## src/rtl/core/gccb_pkg.sv

```systemverilog
package gccb_pkg;

  // Width of one vertex bit set and of a vertex number
  localparam int unsigned SET_W   = 64;
  localparam int unsigned VID_W   = 6;
  localparam int unsigned COUNT_W = 7;

  // Depth of the queue between front and back
  localparam int unsigned QDEPTH  = 2;
  localparam int unsigned QPTR_W  = $clog2(QDEPTH);
  localparam int unsigned QCNT_W  = $clog2(QDEPTH + 1);

  // Input command codes
  localparam logic CMD_ROW_WRITE = 1'b0;
  localparam logic CMD_QUERY     = 1'b1;

  // Work codes handed from front to back
  typedef enum logic [1:0] {
    OP_WRITE,
    OP_QUERY,
    OP_PASS
  } op_t;

  // One queued item: data carries the row bits or the candidate set
  typedef struct packed {
    op_t                op;
    logic [VID_W-1:0]   row_idx;
    logic [SET_W-1:0]   data;
    logic [COUNT_W-1:0] limit;
  } item_t;

  // Number of the lowest set bit (63 for an all-zero word)
  function automatic logic [VID_W-1:0] lowest_bit(input logic [SET_W-1:0] v);
    logic [VID_W-1:0] idx;
    idx = VID_W'(SET_W - 1);
    for (int i = SET_W - 1; i >= 0; i--) begin
      if (v[i]) idx = VID_W'(i);
    end
    return idx;
  endfunction

endpackage

```

## src/rtl/core/gccb_front.sv

```systemverilog
module gccb_front #(
  parameter int unsigned MAX_VERTICES = 64
) (
  input  logic                          clk,
  input  logic                          rst_n,
  input  logic                          cfg_we,
  input  logic                          cfg_wdata,
  input  logic                          accept,
  input  logic                          cmd,
  input  logic [gccb_pkg::VID_W-1:0]    row_index,
  input  logic [gccb_pkg::SET_W-1:0]    row_bits,
  input  logic [gccb_pkg::SET_W-1:0]    candidate_set,
  input  logic [gccb_pkg::COUNT_W-1:0]  color_limit,
  output logic                          enq,
  output gccb_pkg::item_t               item
);

  localparam int unsigned NV = (MAX_VERTICES < gccb_pkg::SET_W) ?
                               MAX_VERTICES : gccb_pkg::SET_W;
  localparam logic [gccb_pkg::SET_W-1:0] VMASK = (NV >= gccb_pkg::SET_W) ?
      {gccb_pkg::SET_W{1'b1}} :
      ((gccb_pkg::SET_W'(1) << NV) - gccb_pkg::SET_W'(1));

  logic pruning_en_r;
  logic row_in_range;

  // Pruning enable register
  always_ff @(posedge clk) begin
    if (!rst_n) begin
      pruning_en_r <= 1'b1;
    end else if (cfg_we) begin
      pruning_en_r <= cfg_wdata;
    end
  end

  assign row_in_range = ({1'b0, row_index} < (gccb_pkg::VID_W + 1)'(NV));

  // Classify: out-of-range row writes are dropped here
  always_comb begin
    item.row_idx = row_index;
    item.limit   = color_limit;
    if (cmd == gccb_pkg::CMD_ROW_WRITE) begin
      item.op   = gccb_pkg::OP_WRITE;
      item.data = row_bits & VMASK;
      enq       = accept && row_in_range;
    end else begin
      item.op   = pruning_en_r ? gccb_pkg::OP_QUERY : gccb_pkg::OP_PASS;
      item.data = candidate_set & VMASK;
      enq       = accept;
    end
  end

endmodule

```

## src/rtl/core/gccb_queue.sv

```systemverilog
module gccb_queue (
  input  logic            clk,
  input  logic            rst_n,
  input  logic            enq,
  input  gccb_pkg::item_t enq_item,
  output logic            full,
  input  logic            deq,
  output gccb_pkg::item_t head,
  output logic            empty
);

  gccb_pkg::item_t                  slot_r [gccb_pkg::QDEPTH];
  logic [gccb_pkg::QPTR_W-1:0]      wptr_r;
  logic [gccb_pkg::QPTR_W-1:0]      rptr_r;
  logic [gccb_pkg::QCNT_W-1:0]      cnt_r;
  logic                             do_enq;
  logic                             do_deq;

  assign full   = (cnt_r == gccb_pkg::QCNT_W'(gccb_pkg::QDEPTH));
  assign empty  = (cnt_r == '0);
  assign do_enq = enq && !full;
  assign do_deq = deq && !empty;
  assign head   = slot_r[rptr_r];

  // Pointers and fill count
  always_ff @(posedge clk) begin
    if (!rst_n) begin
      wptr_r <= '0;
      rptr_r <= '0;
      cnt_r  <= '0;
    end else begin
      if (do_enq) wptr_r <= wptr_r + 1'b1;
      if (do_deq) rptr_r <= rptr_r + 1'b1;
      if (do_enq && !do_deq) begin
        cnt_r <= cnt_r + 1'b1;
      end else if (do_deq && !do_enq) begin
        cnt_r <= cnt_r - 1'b1;
      end
    end
  end

  // Entry storage
  always_ff @(posedge clk) begin
    if (do_enq) slot_r[wptr_r] <= enq_item;
  end

endmodule

```

## src/rtl/core/gccb_back.sv

```systemverilog
module gccb_back #(
  parameter int unsigned MAX_VERTICES = 64
) (
  input  logic                          clk,
  input  logic                          rst_n,
  input  gccb_pkg::item_t               q_item,
  input  logic                          q_empty,
  output logic                          q_deq,
  output logic                          out_vld,
  output logic [gccb_pkg::COUNT_W-1:0]  out_count,
  input  logic                          out_pop
);

  localparam int unsigned NV = (MAX_VERTICES < gccb_pkg::SET_W) ?
                               MAX_VERTICES : gccb_pkg::SET_W;
  localparam int unsigned IW = $clog2(NV);

  typedef enum logic {
    S_IDLE,
    S_RUN
  } state_t;

  state_t                          state_r;
  logic [gccb_pkg::SET_W-1:0]      avail_r;
  logic [gccb_pkg::SET_W-1:0]      uncol_r;
  logic [gccb_pkg::COUNT_W-1:0]    colors_r;
  logic [gccb_pkg::COUNT_W-1:0]    limit_r;
  logic                            pend_r;
  logic                            out_vld_r;
  logic [gccb_pkg::COUNT_W-1:0]    out_cnt_r;

  // Adjacency rows; a row not yet written reads as zero
  logic [gccb_pkg::SET_W-1:0]      mem [NV];
  logic [NV-1:0]                   row_vld_r;
  logic [gccb_pkg::SET_W-1:0]      rd_row_r;
  logic                            rd_vld_r;

  logic [gccb_pkg::SET_W-1:0]      row_eff;
  logic [gccb_pkg::SET_W-1:0]      avail_eff;
  logic [gccb_pkg::SET_W-1:0]      src;
  logic [gccb_pkg::SET_W-1:0]      pick_bit;
  logic [gccb_pkg::VID_W-1:0]      pick;
  logic [IW-1:0]                   rd_addr;
  logic [IW-1:0]                   wr_addr;
  logic                            cls_end;
  logic                            finish;
  logic                            slot_free;
  logic                            res_load;
  logic                            rd_en;
  logic                            wr_en;

  // Apply the row of last cycle's pick, then pick the lowest vertex left
  assign row_eff   = rd_vld_r ? rd_row_r : '0;
  assign avail_eff = pend_r ? (avail_r & ~row_eff) : avail_r;
  assign cls_end   = (avail_eff == '0);
  assign finish    = cls_end && ((uncol_r == '0) || (colors_r >= limit_r));
  assign src       = cls_end ? uncol_r : avail_eff;
  assign pick      = gccb_pkg::lowest_bit(src);
  assign pick_bit  = gccb_pkg::SET_W'(1) << pick;
  assign rd_addr   = pick[IW-1:0];
  assign wr_addr   = q_item.row_idx[IW-1:0];

  assign slot_free = !out_vld_r || out_pop;
  assign rd_en     = (state_r == S_RUN) && !finish;
  assign wr_en     = (state_r == S_IDLE) && !q_empty && (q_item.op == gccb_pkg::OP_WRITE);

  // A new result enters the output register this cycle
  assign res_load  = ((state_r == S_IDLE) && q_deq && (q_item.op == gccb_pkg::OP_PASS)) ||
                     ((state_r == S_RUN) && finish && slot_free);

  // Dequeue decision
  always_comb begin
    q_deq = 1'b0;
    if ((state_r == S_IDLE) && !q_empty) begin
      case (q_item.op)
        gccb_pkg::OP_WRITE: q_deq = 1'b1;
        gccb_pkg::OP_QUERY: q_deq = 1'b1;
        gccb_pkg::OP_PASS:  q_deq = slot_free;
        default:            q_deq = 1'b1;
      endcase
    end
  end

  // Row memory: one write or one registered read per cycle
  always_ff @(posedge clk) begin
    if (wr_en) mem[wr_addr] <= q_item.data;
    if (rd_en) begin
      rd_row_r <= mem[rd_addr];
      rd_vld_r <= row_vld_r[rd_addr];
    end
  end

  // Sequencer and result register
  always_ff @(posedge clk) begin
    if (!rst_n) begin
      state_r   <= S_IDLE;
      pend_r    <= 1'b0;
      out_vld_r <= 1'b0;
      row_vld_r <= '0;
    end else begin
      if (out_pop && !res_load) out_vld_r <= 1'b0;
      if (wr_en) row_vld_r[wr_addr] <= 1'b1;
      case (state_r)
        S_IDLE: begin
          if (q_deq && (q_item.op == gccb_pkg::OP_QUERY)) begin
            uncol_r  <= q_item.data;
            avail_r  <= '0;
            colors_r <= '0;
            limit_r  <= q_item.limit;
            pend_r   <= 1'b0;
            state_r  <= S_RUN;
          end else if (q_deq && (q_item.op == gccb_pkg::OP_PASS)) begin
            out_cnt_r <= q_item.limit;
            out_vld_r <= 1'b1;
          end
        end
        S_RUN: begin
          if (finish) begin
            if (slot_free) begin
              out_cnt_r <= colors_r;
              out_vld_r <= 1'b1;
              pend_r    <= 1'b0;
              state_r   <= S_IDLE;
            end
          end else begin
            if (cls_end) colors_r <= colors_r + 1'b1;
            avail_r <= src & ~pick_bit;
            uncol_r <= uncol_r & ~pick_bit;
            pend_r  <= 1'b1;
          end
        end
        default: state_r <= S_IDLE;
      endcase
    end
  end

  assign out_vld   = out_vld_r;
  assign out_count = out_cnt_r;

endmodule

```

## src/rtl/core/greedy_coloring_clique_bound_core.sv

```systemverilog
// A query with pruning on colors at most 64 vertices in the back end, one pick at
// a time, each pick paced by the registered read of the adjacency row memory.
// Items pass through the queue to the back end; a query's result is registered.
// Synchronous active-low reset clears all rows and the queue and sets pruning to 1.
module greedy_coloring_clique_bound_core #(
  parameter int unsigned MAX_VERTICES = 64
) (
  input  logic                          clk,
  input  logic                          rst_n,
  input  logic                          cfg_we,
  input  logic                          cfg_wdata,
  input  logic                          in_push,
  output logic                          in_full,
  input  logic                          in_cmd,
  input  logic [gccb_pkg::VID_W-1:0]    in_row_index,
  input  logic [gccb_pkg::SET_W-1:0]    in_row_bits,
  input  logic [gccb_pkg::SET_W-1:0]    in_candidate_set,
  input  logic [gccb_pkg::COUNT_W-1:0]  in_color_limit,
  output logic                          out_empty,
  input  logic                          out_pop,
  output logic [gccb_pkg::COUNT_W-1:0]  out_color_count
);

  gccb_pkg::item_t enq_item;
  gccb_pkg::item_t head;
  logic            enq;
  logic            q_full;
  logic            q_empty;
  logic            q_deq;
  logic            out_vld;

  assign in_full   = q_full;
  assign out_empty = !out_vld;

  // Front: classify and mask
  gccb_front #(.MAX_VERTICES(MAX_VERTICES)) u_front (
    .clk           (clk),
    .rst_n         (rst_n),
    .cfg_we        (cfg_we),
    .cfg_wdata     (cfg_wdata),
    .accept        (in_push && !q_full),
    .cmd           (in_cmd),
    .row_index     (in_row_index),
    .row_bits      (in_row_bits),
    .candidate_set (in_candidate_set),
    .color_limit   (in_color_limit),
    .enq           (enq),
    .item          (enq_item)
  );

  // Queue between front and back
  gccb_queue u_queue (
    .clk      (clk),
    .rst_n    (rst_n),
    .enq      (enq),
    .enq_item (enq_item),
    .full     (q_full),
    .deq      (q_deq),
    .head     (head),
    .empty    (q_empty)
  );

  // Back: row memory and coloring sequencer
  gccb_back #(.MAX_VERTICES(MAX_VERTICES)) u_back (
    .clk       (clk),
    .rst_n     (rst_n),
    .q_item    (head),
    .q_empty   (q_empty),
    .q_deq     (q_deq),
    .out_vld   (out_vld),
    .out_count (out_color_count),
    .out_pop   (out_pop)
  );

endmodule

```

## config.mk

```make
export PLATFORM = sky130hd
export DESIGN_NAME = greedy_coloring_clique_bound_core
export DESIGN_NICKNAME = d
export VERILOG_FILES = /design/src/rtl/core/gccb_pkg.sv /design/src/rtl/core/gccb_front.sv /design/src/rtl/core/gccb_queue.sv /design/src/rtl/core/gccb_back.sv /design/src/rtl/core/greedy_coloring_clique_bound_core.sv
export SDC_FILE = /design/constraint.sdc
export NUM_CORES = 2
export LEC_CHECK = 0
export ABC_AREA = 0
export BUFFER_PORTS_ARGS = -buffer_cell sky130_fd_sc_hd__buf_2
export CORE_ASPECT_RATIO = 1.25
export CORE_MARGIN = 3
export CORE_UTILIZATION = 30
export CTS_BUF_LIST = sky130_fd_sc_hd__clkbuf_8
export DETAILED_ROUTE_END_ITERATION = 12
export PLACE_DENSITY = 0.56
export SETUP_SLACK_MARGIN = 0.1
export SYNTH_ARGS = -nofsm -noshare
export SYNTH_HDL_FRONTEND = slang
export SYNTH_HIERARCHICAL = 1
export SYNTH_MEMORY_MAX_BITS = 65536
export SYNTH_SLANG_ARGS = --single-unit
```

## constraint.sdc

```tcl
create_clock -name clk -period 12.85 [get_ports clk]
set_input_delay 3.2125 -clock clk [delete_from_list [all_inputs] [get_ports clk]]
set_output_delay 3.2125 -clock clk [all_outputs]
set_load 0.05 [all_outputs]
```

After elaboration in Yosys (flattened, before gate mapping). Memories as Yosys holds them, arrays and structs flattened. A register that Yosys moved wholly into a read port is not among the register bits. Index checks and enable logic that the tools add are counted.

Equal/unequal tests: 11. Bitwise logic cells: 7. Magnitude comparators: 4. Shift-type cells: 1. Add/sub/neg operators: 5. Reduce and logical (&&, ||, !) cells: 37. Multiplexer cells: 112.

Operators by type and width (number): $mux W64 (8); $mux W6 (62); $pmux W64 S2 (2); $and A64 B64 Y64 (3); $logic_not A64 Y1 (2); $not A64 Y64 (2); $or A64 B64 Y64 (1); $shl A1 B6 Y64 const A (1); $mux W7 (7); $pmux W7 S2 (2); $mux W1 (22); $logic_and A1 B1 Y1 (17); $lt A6 B7 Y1 const B (2); $ne A2 B2 Y1 const B (7); $mux W2 (4); $add A7 B1 Y7 const B (1); $ge A7 B7 Y1 (1); $logic_not A1 Y1 (7); $bmux W1 S6 (1); $demux W1 S6 (1); $ge A6 B1 Y1 const B (1); $pmux W1 S2 (3); $reduce_and A3 Y1 (2); $reduce_and A5 Y1 (1); 12 further kinds (17).

Register bits: 222. Memories: 2. RAM bits: 4254. Word-level logic and storage cells: 193. Input port bits: 148. Output and inout port bits: 9.

Memory list: u_back.mem (words 64, bits a word 64, rd ports 1, clocked after Yosys merged registers in 1, write ports 1, line gccb_back.sv:33) `logic [gccb_pkg::SET_W-1:0] mem [NV];`; u_queue.slot_r (words 2, bits a word 79, rd ports 1, clocked after Yosys merged registers in 1, write ports 1, line gccb_queue.sv:12) `gccb_pkg::item_t slot_r [gccb_pkg::QDEPTH];`.

Longest topological paths before layout.
Depth in word-level cells: 74. Depth in mapped cells: 25.

Modules after synthesis. Netlist, hierarchy kept.

By module, submodules not included: gccb_back (cells each 12503, seq. area each 130765.4 µm², times used 1, area an instance 172691.9 µm²); gccb_queue (cells each 271, seq. area each 4844.6 µm², times used 1, area an instance 5969.5 µm²); gccb_front (cells each 90, seq. area each 20.0 µm², times used 1, area an instance 1081.0 µm²); greedy_coloring_clique_bound_core (cells each 2, seq. area each 0.0 µm², times used 1, area an instance 17.5 µm²).

Worst setup path after synthesis. No wires, ideal clock.

Path type: register to register. Start: register u_back.rd_vld_r. End: register u_back/avail_r[0] (netlist name), enable pin. Required time: 12.347 ns. Data arrival time: 8.799 ns. Buffers on the path: 6. Clock period less this slack: 9.302 ns. Cell stages (with the launch flop): 16. Path slack: 3.548 ns. Path through: edfxtp_1 > buf_4 > and2_1 > buf_2 > a21boi_1 > nor4_1 > and4_1 > clkbuf_1 > nand3_1 > clkbuf_1 > clkbuf_1 > buf_1 > nor2_1 > nor2_1 > or2_2 > and2_1.

Word-level cells in the longest chain between the ends: 8.

Ends and longest elaborated chain: start: declaration (line gccb_back.sv:36) `logic rd_vld_r;`; start signal: assignment (line gccb_back.sv:89) `rd_vld_r <= row_vld_r[rd_addr];`; $mux W64 (line gccb_back.sv:53) `assign row_eff = rd_vld_r ? rd_row_r : '0;`; $not A64 Y64 (line gccb_back.sv:54) `assign avail_eff = pend_r ? (avail_r & ~row_eff) : avail_r;`; $and A64 B64 Y64 (line gccb_back.sv:54); $mux W64 (line gccb_back.sv:54); $logic_not A64 Y1 (line gccb_back.sv:55) `assign cls_end = (avail_eff == '0);`; $logic_and A1 B1 Y1 (line gccb_back.sv:56) `assign finish = cls_end && ((uncol_r == '0) || (colors_r >= limit_r));`; $ne A2 B2 Y1 (no source line); $reduce_and A3 Y1 (no source line); end signal: assignment (line gccb_back.sv:127) `avail_r <= src & ~pick_bit;`; end: declaration (line gccb_back.sv:24) `logic [gccb_pkg::SET_W-1:0] avail_r;`.

Every way passes these cells. A chain may end at the register's enable or synchronous reset.

Final worst setup path.
Start: register u_back.rd_vld_r. End: register u_back/rd_row_r[20] (netlist name) (read register of u_back.mem) (data pin).

Word-level cells in the longest chain between the ends: 69. Elaborated cells between the ends (all ways): 72. Classes of those cells: mux: 66; bitwise: 2; reduce/logical: 4.

Ends and longest elaborated chain: $mux W64 (*) (line gccb_back.sv:53); $not A64 Y64 (*) (line gccb_back.sv:54); $and A64 B64 Y64 (*) (line gccb_back.sv:54); $mux W64 (*) (line gccb_back.sv:54); $logic_not A64 Y1 (line gccb_back.sv:55); $mux W64 (line gccb_back.sv:57) `assign src = cls_end ? uncol_r : avail_eff;`; $mux W1 (line gccb_pkg.sv:37) `if (v[i]) idx = VID_W'(i);`; $mux W6 (62 in series) (line gccb_pkg.sv:37); end: declaration (line gccb_back.sv:35) `logic [gccb_pkg::SET_W-1:0] rd_row_r;`.

Mark *: on every way between the ends. The rest lies on a longest branch, timed or not.

==> flow_metrics.tcl <==
set metrics [dict create \
    result_of_the_run "finished, final reports clean" \
    die_width_um 698 \
    ctsResizeCount 0 \
    grt_start_max_net_pins 153 \
    yosys.area.top_type "edfxtp_1" \
    timing.critical_path.mode_cell "buf_4" \
    ys.flop_type "edfxtp_1" \
    detail_routed_net_length_per_standard_cell_um 31.3 \
    crit_slowest_cell "o21ai_4" \
    syn-instance-count 12866 \
    end_kind "register" \
    die_area_um2 609000 \
    crit_fanout 45 \
    cts.clk_slew.worst_paths_ns 0.07 \
    synth.yosys.warnings 6 \
    rows 317 \
    design_power_total_mw 37.6 \
    ir_worst_vdd_uv 146 \
    drt.antenna.violating_nets 0 \
    critical_path.cell_chain "buf_4, and2_2, buf_4, o221ai_1, nor4_1, and4_2, buf_4, nand3_1, buf_4, o221ai_1, a2111oi_0, clkbuf_1, o21ai_4, buf_12, nand3_4, buf_4, nor2_1, nand3_1, o211ai_1, or4_1, nand4_1" \
    die_y_um 871 \
    report.final.setup_viol 0 \
    first_pass_grt_wire_length_um 927000 \
    floorplan.initialDensity_pct 30.1 \
    total_leakage_power_nw 67.9 \
    crit_arrival_ns 9.96 \
    synth_area_um2 180000 \
    synth_nets 13023 \
    numCtsBuffers 662 \
    final_layout_size_suffix_gt1_share_pct 11.9 \
    nets 13443 \
    io_buffer_count 156 \
    dp_hpwl_um 387000 \
    hp-class "reg -> reg" \
    filler_cell_count 57976 \
    timing.final.max_slew_violations 0 \
    slew_headroom_pct 5.80 \
    timing.final.hold_violations 0 \
    fin_worst_hold_slack_ns 0.466 \
    vias_per_cell 5.43 \
    power-per-cell-area_nw_per_um2 185 \
    num_vias 118252 \
    synth_async_sr_flop_share_pct 0 \
    global_route.overflow_total 0 \
    initial_antenna_violation_count 33 \
    critical_path_required_ns 13.59 \
    fmax_mhz 108 \
    clk_latency_worst_skew_pair_ns 1.17 \
    final.setup.worst_slack_ns 3.63 \
    worstPathBufferInverterCount 7 \
    yosysTopAreaCellShare_pct 74.6 \
    cts-hold-fix-buffers 0 \
    cts.sinks 4541 \
    syn_area_per_cell_um2 14.0 \
    preCtsSetupSlack_ns 3.67 \
    route.detailed.drc 0 \
    top_level_ports 157 \
    worstMarginPinSlew_ns 1.41 \
    period_share_pct 71.8 \
    ctsHtreeMaxLevel 6 \
    grt_setup_unrepaired "no" \
    clk_root_buffer_cell "clkbuf_8" \
    first_global_vias 112862 \
    gp_routability_congestion 0.978 \
    floorplan.core_area_um2 597000 \
    critical_setup_path_class "reg -> reg" \
    ys_types 92 \
    finalClockSkew_ns 0.0840 \
    cpLargestDelayFamily "simple AND/OR/NAND/NOR gates" \
    synth.ff_latch_count 4541 \
    dr.first_iter.drc_count 13929 \
    detail_route.wirelength_um 681000 \
    setup_tns_ns 0 \
    utilization_pct 34.1 \
    area_delta_synth_final_pct 13.1 \
    post_cts.repair.setup_buffers 0 \
    cts_tree "yes" \
    dr.pass1.iters 6 \
    groute.usage.overall_pct 21.5 \
    cts_max_path_buffers 4 \
    min_period_ns 9.22 \
    startpoint_class "register" \
    synth_sequential_area_ratio_pct 75.5 \
    max_cap_violations 0 \
    synth_edf_count 4468 \
    max_incr_delay_on_cp_ns 0.88 \
    synthTopCellsByArea "edfxtp_1 (75%), nand2_1 (7.0%), nand3_1 (2.9%)" \
]
synthesized netlist by cell type (all sizes together) (20+ instances only):
library cell,number
a21oi,336
nand2b,20
nand3,1049
edfxtp,4468
dfxtp,73
a21boi,36
o21ai,114
a221o,23
nor2,247
a32oi,189
and2,25
or3,33
buf,458
a31oi,320
a211oi,38
o22ai,54
clkbuf,342
o2bb2ai,41
nor3,56
o2111ai,35
mux2i,481
nor4,108
mux2,152
nor2b,38
nand4,199
inv,73
and3,70
o21a,70
o211ai,37
a221oi,28
nand2,3342
a311o,20
a2111oi,20
o221ai,38
where the power goes:
part           leakage (nW)  switching, mW  internal, mW  total, mW
registers              40.8          0.359          18.5       18.8
clock network          6.73           5.62          5.09       10.7
logic                  20.3           6.33          1.79       8.11
path summary, 6_finish.rpt:
path         cells after the start                   end  slack, ns            startpoint
max                             21   u_back/rd_row_r[20]       3.63       u_back/rd_vld_r
min                              1  u_back/row_vld_r[48]       0.47  u_back/row_vld_r[48]
max reg2reg                     21   u_back/rd_row_r[20]       3.63       u_back/rd_vld_r
min reg2reg                      1  u_back/row_vld_r[48]       0.47  u_back/row_vld_r[48]
worst register-to-register path: cells and delay by family (launching register included):
family,cells,cell delay (ns)
DFF,1,0.33
buffers and inverters,7,2.51
and+or+nand+nor,9,3.88
AOI/OAI and AO/OA,5,2.07
stage by stage:
step	area [um^2]	cells
after floorplan	180000	12866
after global placement	191000	20595
after detailed placement	191000	20596
after CTS	203000	21753
after global routing	203000	21767
final	203000	21783
cell type report:
type                       count  area, um^2  area share (%)
sequential                  4541      136000            66.7
multi-input combinational   7452       41100            20.2
tap                         7975        9980            4.91
clock buffer                 689        9480            4.67
timing repair buffer         556        4450            2.19
clock inverter               468        2200            1.08
inverter                      73         275           0.135
antenna                       29        72.6          0.0357
layout by cell type, fill, tap and decap left out, types with 189 or more instances in the layout:
master	Yosys	final
edfxtp_1	4468	4468
nand4_1	199	199
inv_1	72	279
nand3_1	1049	1045
buf_4	35	346
nand2_1	3342	3338
a32oi_1	189	189
a31oi_1	320	319
mux2i_1	481	481
a21oi_1	335	333
clkbuf_8	0	689
per-layer routing:
metal	global-route usage, %	up-vias	routed length (um)
met5	0	-	57
met4	13.0	8	47700
met3	3.51	1663	53000
met2	37.2	6232	337000
met1	25.0	61076	243000
li1	-	49273	-
cells by family (layout without fill, tap and decap cells):
| group | count (synthesis) | in the layout | share of synthesized area (%) |
|---|---|---|---|
| adders and majority gates | 9 | 9 | 0.0626 |
| xor gates and xnor gates | 7 | 7 | 0.0341 |
| buffers and inverters | 873 | 1786 | 2.13 |
| AOI/OAI and AO/OA | 1560 | 1560 | 6.05 |
| muxes | 633 | 633 | 3.73 |
| other | 1 | 30 | 0.00209 |
| and+or+nand+nor | 5242 | 5242 | 12.5 |
| DFF | 4541 | 4541 | 75.5 |
registers in the layout, indices dropped and copies added, names as in the netlist, 2 cells and up, named ones only:
register          cells
u_back/rd_row_r      64
u_back/row_vld_r     64
u_back/limit_r        7
u_back/mem         4096
u_queue/slot_r      158
u_queue/cnt_r         2
u_back/out_count      7
u_back/avail_r       64
u_back/colors_r       7
u_back/uncol_r       64
(Power assumes the default switching activity.)
